## src/rtl/lpfa_pkg.sv

```systemverilog
// shared types and constants for the length-prefixed frame assembler
`timescale 1ns / 1ps

package lpfa_pkg;

  localparam int unsigned LEN_W  = 32;
  localparam int unsigned BYTE_W = 8;
  localparam int unsigned STAT_W = 3;

  localparam logic [LEN_W-1:0] MAX_MESSAGE_BYTES_RESET = 32'd1048576;

  localparam logic OP_DATA    = 1'b0;
  localparam logic OP_RESTART = 1'b1;

  typedef enum logic [STAT_W-1:0] {
    STATUS_HEADER  = 3'd0,
    STATUS_PAYLOAD = 3'd1,
    STATUS_REFUSED = 3'd2,
    STATUS_LENERR  = 3'd3,
    STATUS_RESTART = 3'd4
  } status_t;

endpackage

```

## src/rtl/lpfa_if.sv

```systemverilog
// valid/ready channel interfaces for input bytes and results
`timescale 1ns / 1ps

interface lpfa_in_if;
  logic                          valid;
  logic                          ready;
  logic                          op;
  logic [lpfa_pkg::BYTE_W-1:0]   data_byte;

  modport source (output valid, output op, output data_byte, input ready);
  modport sink (input valid, input op, input data_byte, output ready);
endinterface

interface lpfa_out_if;
  logic                          valid;
  logic                          ready;
  logic [lpfa_pkg::STAT_W-1:0]   status;
  logic [lpfa_pkg::BYTE_W-1:0]   payload_byte;
  logic                          last_of_message;
  logic [lpfa_pkg::LEN_W-1:0]    message_length;

  modport source (output valid, output status, output payload_byte,
                  output last_of_message, output message_length, input ready);
  modport sink (input valid, input status, input payload_byte,
                input last_of_message, input message_length, output ready);
endinterface

```

## src/rtl/length_prefixed_frame_assembler_unit.sv

```systemverilog
// length-prefixed frame assembler top level
`timescale 1ns / 1ps

// Takes one stream byte and returns one registered result per transfer, at
// one byte per cycle while results are taken. The first HEADER_BYTES bytes
// build a big-endian 32-bit length; the following bytes pass out as payload,
// the last one marked. After a complete message bytes are refused, and a
// length above max_message_bytes holds a length error, until a restart
// transfer. The rate is set by the single output register: a new byte is
// taken whenever that register is empty or is being drained in the same
// cycle. max_message_bytes is written through cfg_wr_en / cfg_wr_data; the
// user must write it only while the block is idle; no check enforces this.
module length_prefixed_frame_assembler_unit #(
  parameter int unsigned HEADER_BYTES = 4
) (
  input  logic                        clk,
  input  logic                        rst,
  input  logic                        cfg_wr_en,
  input  logic [lpfa_pkg::LEN_W-1:0]  cfg_wr_data,
  lpfa_in_if.sink                     bytes,
  lpfa_out_if.source                  results
);

  localparam int unsigned HC_W = (HEADER_BYTES > 1) ? $clog2(HEADER_BYTES) : 1;
  localparam logic [HC_W-1:0] HC_LAST = HC_W'(HEADER_BYTES - 1);

  typedef enum logic [1:0] {
    PH_HEADER  = 2'd0,
    PH_PAYLOAD = 2'd1,
    PH_DONE    = 2'd2,
    PH_ERROR   = 2'd3
  } phase_t;

  phase_t                      phase;
  phase_t                      phase_next;
  logic [HC_W-1:0]             header_count;
  logic [HC_W-1:0]             header_count_next;
  logic [lpfa_pkg::LEN_W-1:0]  length_word;
  logic [lpfa_pkg::LEN_W-1:0]  length_word_next;
  logic [lpfa_pkg::LEN_W-1:0]  payload_count;
  logic [lpfa_pkg::LEN_W-1:0]  payload_count_next;
  logic [lpfa_pkg::LEN_W-1:0]  max_message_bytes;

  logic                        out_valid;
  lpfa_pkg::status_t           status;
  lpfa_pkg::status_t           status_next;
  logic [lpfa_pkg::BYTE_W-1:0] payload_byte;
  logic [lpfa_pkg::BYTE_W-1:0] payload_byte_next;
  logic                        last_of_message;
  logic                        last_next;
  logic [lpfa_pkg::LEN_W-1:0]  message_length;
  logic [lpfa_pkg::LEN_W-1:0]  message_length_next;

  logic [lpfa_pkg::LEN_W-1:0]  shifted;
  logic [lpfa_pkg::LEN_W-1:0]  count_inc;
  logic                        accept;

  assign bytes.ready = !out_valid || results.ready;
  assign accept      = bytes.valid && bytes.ready;

  assign shifted   = {length_word[lpfa_pkg::LEN_W-lpfa_pkg::BYTE_W-1:0], bytes.data_byte};
  assign count_inc = payload_count + 32'd1;

  always_comb begin
    phase_next          = phase;
    header_count_next   = header_count;
    length_word_next    = length_word;
    payload_count_next  = payload_count;
    status_next         = lpfa_pkg::STATUS_HEADER;
    payload_byte_next   = '0;
    last_next           = 1'b0;
    message_length_next = '0;
    if (bytes.op == lpfa_pkg::OP_RESTART) begin
      phase_next         = PH_HEADER;
      header_count_next  = '0;
      length_word_next   = '0;
      payload_count_next = '0;
      status_next        = lpfa_pkg::STATUS_RESTART;
    end else begin
      unique case (phase)
        PH_HEADER: begin
          length_word_next = shifted;
          if (header_count == HC_LAST) begin
            payload_count_next = '0;
            if (shifted > max_message_bytes) begin
              phase_next          = PH_ERROR;
              status_next         = lpfa_pkg::STATUS_LENERR;
              message_length_next = shifted;
            end else if (shifted == '0) begin
              phase_next = PH_DONE;
              last_next  = 1'b1;
            end else begin
              phase_next          = PH_PAYLOAD;
              message_length_next = shifted;
            end
          end else begin
            header_count_next = header_count + 1'b1;
          end
        end
        PH_PAYLOAD: begin
          payload_count_next  = count_inc;
          status_next         = lpfa_pkg::STATUS_PAYLOAD;
          payload_byte_next   = bytes.data_byte;
          message_length_next = length_word;
          if (count_inc >= length_word) begin
            phase_next = PH_DONE;
            last_next  = 1'b1;
          end
        end
        PH_DONE: begin
          status_next         = lpfa_pkg::STATUS_REFUSED;
          message_length_next = length_word;
        end
        PH_ERROR: begin
          status_next         = lpfa_pkg::STATUS_LENERR;
          message_length_next = length_word;
        end
        default: begin
          phase_next = PH_HEADER;
        end
      endcase
    end
  end

  always_ff @(posedge clk) begin
    if (rst) begin
      phase             <= PH_HEADER;
      header_count      <= '0;
      length_word       <= '0;
      payload_count     <= '0;
      max_message_bytes <= lpfa_pkg::MAX_MESSAGE_BYTES_RESET;
      out_valid         <= 1'b0;
      status            <= lpfa_pkg::STATUS_HEADER;
      payload_byte      <= '0;
      last_of_message   <= 1'b0;
      message_length    <= '0;
    end else begin
      if (cfg_wr_en) begin
        max_message_bytes <= cfg_wr_data;
      end
      if (accept) begin
        phase           <= phase_next;
        header_count    <= header_count_next;
        length_word     <= length_word_next;
        payload_count   <= payload_count_next;
        out_valid       <= 1'b1;
        status          <= status_next;
        payload_byte    <= payload_byte_next;
        last_of_message <= last_next;
        message_length  <= message_length_next;
      end else if (results.ready) begin
        out_valid <= 1'b0;
      end
    end
  end

  assign results.valid           = out_valid;
  assign results.status          = status;
  assign results.payload_byte    = payload_byte;
  assign results.last_of_message = last_of_message;
  assign results.message_length  = message_length;

endmodule
```

## src/flat_wrapper.sv

```systemverilog
// flat-port wrapper written by rule: the top's interface ports become plain ports
module length_prefixed_frame_assembler_unit_flat 
#(
  parameter int unsigned HEADER_BYTES = 4
)
  (clk, rst, cfg_wr_en, cfg_wr_data, bytes_valid, bytes_op, bytes_data_byte, bytes_ready, results_valid, results_status, results_payload_byte, results_last_of_message, results_message_length, results_ready);
  lpfa_in_if bytes_i ();
  lpfa_out_if results_i ();
  input  logic clk;
  input  logic rst;
  input  logic cfg_wr_en;
  input  logic [lpfa_pkg::LEN_W-1:0] cfg_wr_data;
  input wire logic [$bits(bytes_i.valid)-1:0] bytes_valid;
  input wire logic [$bits(bytes_i.op)-1:0] bytes_op;
  input wire logic [$bits(bytes_i.data_byte)-1:0] bytes_data_byte;
  output wire logic [$bits(bytes_i.ready)-1:0] bytes_ready;
  output wire logic [$bits(results_i.valid)-1:0] results_valid;
  output wire logic [$bits(results_i.status)-1:0] results_status;
  output wire logic [$bits(results_i.payload_byte)-1:0] results_payload_byte;
  output wire logic [$bits(results_i.last_of_message)-1:0] results_last_of_message;
  output wire logic [$bits(results_i.message_length)-1:0] results_message_length;
  input wire logic [$bits(results_i.ready)-1:0] results_ready;
  assign bytes_i.valid = bytes_valid;
  assign bytes_i.op = bytes_op;
  assign bytes_i.data_byte = bytes_data_byte;
  assign bytes_ready = bytes_i.ready;
  assign results_valid = results_i.valid;
  assign results_status = results_i.status;
  assign results_payload_byte = results_i.payload_byte;
  assign results_last_of_message = results_i.last_of_message;
  assign results_message_length = results_i.message_length;
  assign results_i.ready = results_ready;
  length_prefixed_frame_assembler_unit #(.HEADER_BYTES(HEADER_BYTES)) u_core (.clk(clk), .rst(rst), .cfg_wr_en(cfg_wr_en), .cfg_wr_data(cfg_wr_data), .bytes(bytes_i), .results(results_i));
endmodule
```

## config.mk

```make
export PLATFORM = sky130hd
export DESIGN_NAME = length_prefixed_frame_assembler_unit_flat
export DESIGN_NICKNAME = d
export VERILOG_FILES = /design/src/rtl/lpfa_pkg.sv /design/src/rtl/lpfa_if.sv /design/src/rtl/length_prefixed_frame_assembler_unit.sv /design/src/flat_wrapper.sv
export SDC_FILE = /design/constraint.sdc
export NUM_CORES = 1
export LEC_CHECK = 0
export CORE_ASPECT_RATIO = 0.6
export CORE_MARGIN = 5
export CORE_UTILIZATION = 60
export CTS_BUF_LIST = sky130_fd_sc_hd__clkbuf_4 sky130_fd_sc_hd__clkbuf_8
export DETAILED_ROUTE_END_ITERATION = 7
export DONT_BUFFER_PORTS = 1
export PLACE_DENSITY = 0.84
export SLEW_MARGIN = 20
export SYNTH_ARGS = -nofsm -noshare
export SYNTH_HDL_FRONTEND = slang
export SYNTH_SLANG_ARGS = --single-unit
```

## constraint.sdc

```tcl
create_clock -name clk -period 3.48 [get_ports clk]
set_input_delay 0.348 -clock clk [delete_from_list [all_inputs] [get_ports clk]]
set_output_delay 0.348 -clock clk [all_outputs]
set_load 0.005 [all_outputs]
```

After elaboration in Yosys (flattened, before gate mapping)
Index checks and enable logic that the tools add are counted.

Add/subtract/negate cells: 2. Eq/ne operators: 7. Reductions and logical operators: 13. Multiplexer cells: 33. Order comparisons: 2.

Operators by type and width (count): two-way mux 32 bit (8); case mux 32 bit (2 select lines) (2); adder 32 x 1 -> 32 bit (second input constant) (1); greater-or-equal comparator 32 bit (1); greater-than comparator 32 bit (1); zero test 32 bit (1); two-way mux 2 bit (9); two-way mux 8 bit (2); case mux 3 bit (4 select lines) (1); two-way mux 1 bit (7); equality test 2 bit (second input constant) (3); two-way mux 3 bit (2); inequality test 3 x 2 -> 1 bit (second input constant) (2); AND reduction 3 bit (2); case mux 2 bit (2 select lines) (1); AND reduction 4 bit (1); nonzero test 2 bit (2); nonzero test 3 bit (1); OR reduction 3 bit (1); adder 2 x 1 -> 2 bit (second input constant) (1); equality test 2 x 1 -> 1 bit (second input constant) (1); zero test 2 bit (1); inequality test 2 bit (second input constant) (1); case mux 1 bit (2 select lines) (1); other kinds (4) (4).

Word-level logic and storage cells: 67. Input bits: 46. Output and inout bits: 46. Register bits: 145.

Depth between registers and ports, before layout
Gate-level depths: netlist (run 1).

Depth in word-level cells: 6. Gate-level depth with buffers: 15. Gate-level depth less buffers: 15.

Worst setup path before layout (run 1)
No wires, ideal clock.

Path kind: register to register. Start point: register u_core.payload_count[0] (netlist name). End point: register u_core.last_of_message (netlist: u_core.results.last_of_message). Path buffers: 0. Period minus slack after synthesis: 3.240 ns. Library setup time: 0.122 ns. Stages on the path, launching flop included: 15. Data required time: 3.358 ns. Setup slack: 0.240 ns. Arrival: 3.118 ns. Cell sequence: dfxtp_1 ha_1 nand4_2 nor3_4 nand4_2 nor2_1 xor2_1 ha_1 a21oi_1 nand2_1 a221oi_1 o211ai_1 a211oi_1 nor2_1 a311o_1.

Cells in the longest elaborated chain, start to end: 5.

Ends and longest elaborated chain: start, declared (line length_prefixed_frame_assembler_unit.sv:40) `logic [lpfa_pkg::LEN_W-1:0] payload_count;`; start signal, assigned (line length_prefixed_frame_assembler_unit.sv:145) `payload_count <= payload_count_next;`; adder 32 x 1 -> 32 bit (line length_prefixed_frame_assembler_unit.sv:62) `assign count_inc = payload_count + 32'd1;`; greater-or-equal comparator 32 bit (line length_prefixed_frame_assembler_unit.sv:105) `if (count_inc >= length_word) begin`; two-way mux 1 bit (line length_prefixed_frame_assembler_unit.sv:105); case mux 1 bit (2 select lines) (line length_prefixed_frame_assembler_unit.sv:80) `unique case (phase)`; two-way mux 1 bit (line length_prefixed_frame_assembler_unit.sv:73) `if (bytes.op == lpfa_pkg::OP_RESTART) begin`; end signal, assigned (line length_prefixed_frame_assembler_unit.sv:149) `last_of_message <= last_next;`; end, declared (line length_prefixed_frame_assembler_unit.sv:49) `logic last_of_message;`.

Every way passes these cells. A chain may end at the register's enable or synchronous reset.

Worst setup path in the final report (run 1)
Same ends and word-level chain as after synthesis.

==> results of run 1 <==
worst max-delay path by stage:
stage                                           to                     from  depth (start not counted)
floorplan           u_core.results.last_of_message  u_core.payload_count[0]                         14
global placement    u_core.results.last_of_message  u_core.payload_count[1]                         15
detailed placement  u_core.results.last_of_message  u_core.payload_count[1]                         15
CTS                 u_core.results.last_of_message  u_core.payload_count[1]                         15
global route                       u_core.phase[1]  u_core.payload_count[0]                         16
finish              u_core.results.last_of_message  u_core.payload_count[0]                         15
routing by layer:
| layer | share of wire | track usage | vias up |
|---|---|---|---|
| met1 | 0.43 | 0.375 | 3278 |
| met5 | 0 | 0 | - |
| met3 | 0.13 | 0.0957 | 46 |
| li1 | - | - | 3377 |
| met4 | 0.022 | 0.0905 | 0 |
| met2 | 0.42 | 0.400 | 359 |
per-stage QoR:
step	instances	utilization	cell area (um^2)
finish	1133	0.678	8690
CTS	1129	0.667	8540
global route	1133	0.678	8690
global placement	1097	0.627	8040
detailed placement	1097	0.627	8040
floorplan	959	-	7850
flip-flops by register name, indices dropped and copies added, names as in the netlist:
signal,cells
u_core.length_word,32
u_core.max_message_bytes,32
u_core.payload_count,32
u_core.results.message_length,32
u_core.results.payload_byte,8
u_core.results.status,3
u_core.header_count,2
u_core.phase,2
u_core.results.last_of_message,1
u_core.results.valid,1
logic make-up (layout without fill, tap and decap cells):
family | Yosys count | in the layout | synth area share
adders and majority gates | 66 | 66 | 0.105
buffers and inverters | 135 | 139 | 0.0657
DFF | 145 | 145 | 0.370
muxes | 31 | 31 | 0.0396
AOI/OAI and AO/OA | 232 | 232 | 0.190
and+or+nand+nor | 320 | 320 | 0.196
xor gates and xnor gates | 30 | 30 | 0.0335
cells in the final DEF, fill, tap and decap left out, types with 4 or more instances in the layout:
master / count
nor2_1: 145
dfxtp_1: 133
inv_1: 79
a22oi_1: 78
ha_1: 65
o21ai_0: 53
nand3_1: 50
a21oi_1: 50
nand2_1: 46
mux2i_1: 31
buf_4: 28
xnor2_1: 23
clkbuf_8: 18
nand4_1: 17
dfxtp_2: 11
nor4_1: 9
o21ai_1: 9
nor3_1: 8
a31oi_1: 7
xor2_1: 6
bufinv_16: 6
nand3_2: 4
and3_1: 4
a21o_1: 4
a22o_1: 4
timing repair:
action | CTS | global route
buffers inserted | 0 | 4
hold buffers | 1 | 0
setup endpoints to repair | 2 | 3
pin swaps | 1 | 21
hold endpoints to repair | 128 | 0
gates resized for setup | 0 | 30
power by group through the flow:
stage	sequential (W)	combinational (W)	clock [W]
after floorplan	0.00174	0.000191	0
after global placement	0.00175	0.000210	0
after detailed placement	0.00175	0.000215	0
after CTS	0.00171	0.000244	0.00164
after global routing	0.00171	0.000282	0.00172
final	0.00171	0.000254	0.00164
area by class of cell:
class	instances	share of cell area
multi-input combinational	679	0.523
inverter	79	0.0341
tap	170	0.0245
sequential	145	0.336
clock buffer	18	0.0285
clock inverter	13	0.0266
timing repair buffer	29	0.0274
==> results_dict.tcl, run 1 <==
set metrics [dict create \
    status "completed" \
    yosys.area.top_type "dfxtp_1" \
    slew_viol_final 0 \
    fillers 1048 \
    switchingPower_w 0.000880 \
    grt_pass1_vias 6718 \
    die_width_um 158 \
    clock_latency_ps 460 \
    finalCritPeriodShare 0.957 \
    hold_depth 2 \
    dp_hpwl_mm 15.0 \
    grt.total_usage 0.273 \
    ir_worst_vdd_mv 0.242 \
    drive_gt1_frac 0.110 \
    period_needed_ps 3330 \
    cp_data_arrival_time_ps 3680 \
    syn_inst 959 \
    via_per_inst 6.23 \
    portBuffers 0 \
    crit_buf_inv 1 \
    place_ws_ps 11.5 \
    synth_area_per_cell_um2 8.18 \
    r2r_cells 15 \
    cts.sinks 145 \
    antenna_found_initial 0 \
    cp_top_family "compound AO/OA/AOI/OAI gates" \
    synth_commonest_cells "nor2_1 (149), dfxtp_1 (145), inv_1 (79)" \
    clockBufferDepth 2 \
    path_class "register to register" \
    crit_fanout 4 \
    rsz0062_at_grt "yes" \
    leakagePower_nw 3.46 \
    dieHeight_um 98.6 \
    grt.overflow.total 0 \
    finalSetupViolCount 0 \
    hold_viol 0 \
    slew_headroom 0.377 \
    cellPowerDensity_mw_per_mm2 414 \
    totalWireLength_mm 21.6 \
    synth_fp_nets 1071 \
    synth-warning-count 0 \
    netlist_area_mm2 0.00785 \
    root_buffer "clkbuf_8" \
    grt_first_pass_wirelength_mm 34.1 \
    initial_core_util 0.612 \
    area_growth_pct 10.7 \
    multi_input_area_mm2 0.00454 \
    worst_pin_slew_ps 932 \
    p_seq_frac 0.475 \
    synth_ff_type "dfxtp_1" \
    gp_congestion 0.900 \
    synth_top_area_share 0.370 \
    power.internal_w 0.00272 \
    reg2reg_slack_ps 150 \
    max_freq_ghz 0.300 \
    cpMaxStageDelayCell "dfxtp_2" \
    numCtsBuffers 17 \
    switching_share 0.244 \
    cp_slowest_stage_delay_ps 370 \
    hp-start "bytes_valid" \
    core-area_mm2 0.0128 \
    first_iter_violations 748 \
    async_flop_share 0 \
    ioPinCount 92 \
    final_antenna_net_count 0 \
    vias 7060 \
    fin_nets 1063 \
    cts_tree "yes" \
    htreeDepth 4 \
    hold_class "input pin to register" \
    required_ps 3830 \
    ys_seq_area_frac 0.370 \
    synth_cell_types 59 \
    num_rows 32 \
    clkPwrFrac 0.454 \
    cp-end-kind "register" \
    ys_ff_latch 145 \
    timing.rr.end "u_core.results.last_of_message" \
    cts.reportedPaths.clkPinSlew_ps 90 \
    drt-wirelength-per-cell_um 19.1 \
    finClkSkew_ps 10.9 \
    drv_cap 0 \
    min_to "u_core.results.valid" \
    worst_slack_ps 149 \
    timing.rr.start "u_core.payload_count[0]" \
    holdWs_ps 1.82 \
    combPwrFrac 0.071 \
    grt_max_degree 129 \
    setup_tns_ps 0 \
    num_antenna_cells 0 \
    yosysMostFrequentCell "nor2_1" \
    power_w 0.00360 \
    drc 0 \
    synthTopCellsByArea "dfxtp_1 (37%), ha_1 (11%), a22oi_1 (7.5%), nor2_1 (7.1%), mux2i_1 (4.0%)" \
    fp.dieArea_mm2 0.0155 \
    cp_cell_sequence "ha_4, nand4_4, nor3_4, nand2_2, or3_4, xnor2_1, ha_1, a21oi_1, o21ai_0, a221oi_1, o211ai_1, a211oi_2, buf_4, nor2_1, a311o_1" \
    first_pass_iters 6 \
    critPathLaunchType "register" \
    synth_edf_count 0 \
    seq_area_mm2 0.00292 \
]
Note: power is estimated with default switching activity, not from simulation.
==> inputs of run 2 (changes only) <==
- ABC_AREA: unset -> 1
==> run 2 against run 1 <==
- worst hold slack improved by 34 ps
- sequential power increased by 3%
- die area increased by 2.1%
- power increased by 1.2%
- first-iteration DRC count increased by 8.3%
- global-route usage increased by 0.17 points
- synthesized area increased by 2.3%
==> results_dict.tcl, run 2 <==
set metrics [dict create \
    first_pass_iters 8 \
    finalSetupViolCount 0 \
    yosysMostFrequentCell "nand2_1" \
    cp_cell_sequence "ha_2, nand3_2, nor2_2, nand3_2, nor2_2, nand3_2, nor3_4, buf_4, xor2_1, inv_1, ha_1, nand2_1, nor2_1, nand4_1, nor2_2, nand4_1, nand4_1, nand2_1, nand2_1, nand2_1, nor2_1" \
    htreeDepth 4 \
    root_buffer "clkbuf_8" \
    ir_worst_vdd_mv 0.272 \
    synth_fp_nets 1243 \
    final_antenna_net_count 0 \
    synthTopCellsByArea "dfxtp_1 (36%), nand2_1 (13%), a21oi_1 (11%), ha_1 (10%), inv_1 (5.7%)" \
    synth_cell_types 35 \
    grt_pass1_vias 6960 \
    clockBufferDepth 2 \
    grt.total_usage 0.275 \
    totalWireLength_mm 21.6 \
    cpMaxStageDelayCell "dfxtp_2" \
    portBuffers 0 \
    hold_class "input pin to register" \
    synth_commonest_cells "nand2_1 (276), a21oi_1 (170), dfxtp_1 (145)" \
    async_flop_share 0 \
    critPathLaunch "u_core.payload_count[0]" \
    timing.rr.start "u_core.payload_count[0]" \
    synth_edf_count 0 \
    num_antenna_cells 0 \
    die_width_um 159 \
    period_needed_ps 3190 \
    drt-wirelength-per-cell_um 16.7 \
    cts_tree "yes" \
    max_freq_ghz 0.314 \
    synth_top_area_share 0.362 \
    fin_nets 1223 \
    cp_slowest_stage_delay_ps 360 \
    grt_max_degree 105 \
    required_ps 3870 \
    worstSetupEndpoint "u_core.phase[0]" \
    drv_cap 0 \
    crit_fanout 4 \
    reg2reg_slack_ps 290 \
    clock_latency_ps 460 \
    yosys.area.top_type "dfxtp_1" \
    slew_viol_final 0 \
    timing.rr.end "u_core.phase[0]" \
    netlist_area_mm2 0.00803 \
    slew_headroom 0.338 \
    power_w 0.00365 \
    finClkSkew_ps 14.6 \
    dieHeight_um 99.6 \
    synth_ff_type "dfxtp_1" \
    antenna_found_initial 0 \
    gp_congestion 0.928 \
    rsz0062_at_grt "no" \
    synth_area_per_cell_um2 7.10 \
    seq_area_mm2 0.00290 \
    synth-warning-count 0 \
    cts.sinks 145 \
    syn_inst 1131 \
    grt_first_pass_wirelength_mm 35.7 \
    ys_ff_latch 145 \
    fp.dieArea_mm2 0.0159 \
    status "completed" \
    vias 7684 \
    r2r_cells 21 \
    ioPinCount 92 \
    final_cell_mix "nand2_1 (276), a21oi_1 (170), dfxtp_1 (144)" \
    layout_commonest_cell "nand2_1" \
    first_iter_violations 810 \
    ys_seq_area_frac 0.362 \
    cts.reportedPaths.clkPinSlew_ps 100 \
    area_growth_pct 7.33 \
    drc 0 \
    finalCritPeriodShare 0.917 \
    multi_input_area_mm2 0.00445 \
    leakagePower_nw 3.42 \
    critPathLaunchType "register" \
    dp_hpwl_mm 15.6 \
    cp-end-kind "register" \
    cellPowerDensity_mw_per_mm2 423 \
    via_per_inst 5.94 \
    num_rows 32 \
    fillers 1161 \
    initial_core_util 0.619 \
    path_class "register to register" \
    drive_gt1_frac 0.0641 \
    crit_top_cell "nand2_1" \
    numCtsBuffers 17 \
    core-area_mm2 0.0130 \
    hold_viol 0 \
    cp_data_arrival_time_ps 3580 \
    setup_tns_ps 0 \
    grt.overflow.total 0 \
    worst_pin_slew_ps 986 \
]
## run 2: cell types whose count changed in the layout (fill, tap and decap cells not counted), sizes merged, moves of 20 or more
cell	change
o21ai	+20
nor2	-88
a22oi	-78
mux2i	-31
a21oi	+121
inv	+49
o211ai	+21
nand2	+231
## run 2: how the worst min path moves through the flow
stage,from,endpoint,depth (start not counted)
5_1_grt,bytes_data_byte[7],u_core.length_word[7],2
3_5_place_dp,rst,u_core.results.message_length[4],1
3_3_place_gp,rst,u_core.results.message_length[4],1
6_report,bytes_data_byte[7],u_core.length_word[7],2
4_1_cts,bytes_data_byte[7],u_core.length_word[7],2
2_1_floorplan,u_core.max_message_bytes[31],u_core.max_message_bytes[31],2
## run 2: per-stage QoR
step,cell area (um^2),worst slack (ps),std cells,util,hold WS [ps]
2_1_floorplan,8030,779,1131,-,435
3_3_place_gp,8110,412,1257,0.625,423
5_1_grt,8620,5.80,1294,0.664,14.8
4_1_cts,8590,267,1292,0.662,8.90
3_5_place_dp,8110,291,1257,0.625,427
6_report,8620,290,1294,0.664,36.1
## run 2: cell families (layout without fill, tap and decap cells)
logic type / Yosys count / in the layout / synth area share
AOI/OAI and AO/OA: 291 / 291 / 0.195
xor gates and xnor gates: 27 / 27 / 0.0295
adders and majority gates: 66 / 66 / 0.103
buffers and inverters: 181 / 174 / 0.0865
DFF: 145 / 145 / 0.362
and+or+nand+nor: 421 / 421 / 0.225
## run 2: metal layers
metal	wire length [um]	track usage	up-vias
met3	2510	0.0741	37
li1	-	-	3720
met4	353	0.0806	0
met5	0	0	-
met1	9980	0.408	3526
met2	8810	0.387	401
## run 2: power breakdown
| part | internal [W] | switching, W |
|---|---|---|
| registers | 0.00172 | 0.0000421 |
| clock network | 0.000730 | 0.000721 |
| logic | 0.000133 | 0.000302 |
## run 2: final cells by class
| cell class | instances | area share |
|---|---|---|
| inverters | 126 | 0.0549 |
| repair buffers | 16 | 0.0171 |
| well taps | 170 | 0.0247 |
| clock inverters | 15 | 0.0227 |
| clock buffers | 17 | 0.0272 |
| flip-flops and latches | 145 | 0.337 |
| multi-input cells | 805 | 0.516 |
## run 2: critical path, delay by kind of cell, from the launching register on
kind / cells / cell delay (ps)
DFF: 1 / 360
xor gates and xnor gates: 1 / 140
and+or+nand+nor: 16 / 1900
buffers and inverters: 2 / 230
adders and majority gates: 2 / 480
## run 2: timing repair
action / CTS / global route
setup buffers: 0 / 1
endpoints found under the hold margin: 104 / 1
hold buffers: 3 / 1
endpoints found under the setup margin: 0 / 2
resized for setup: 0 / 5
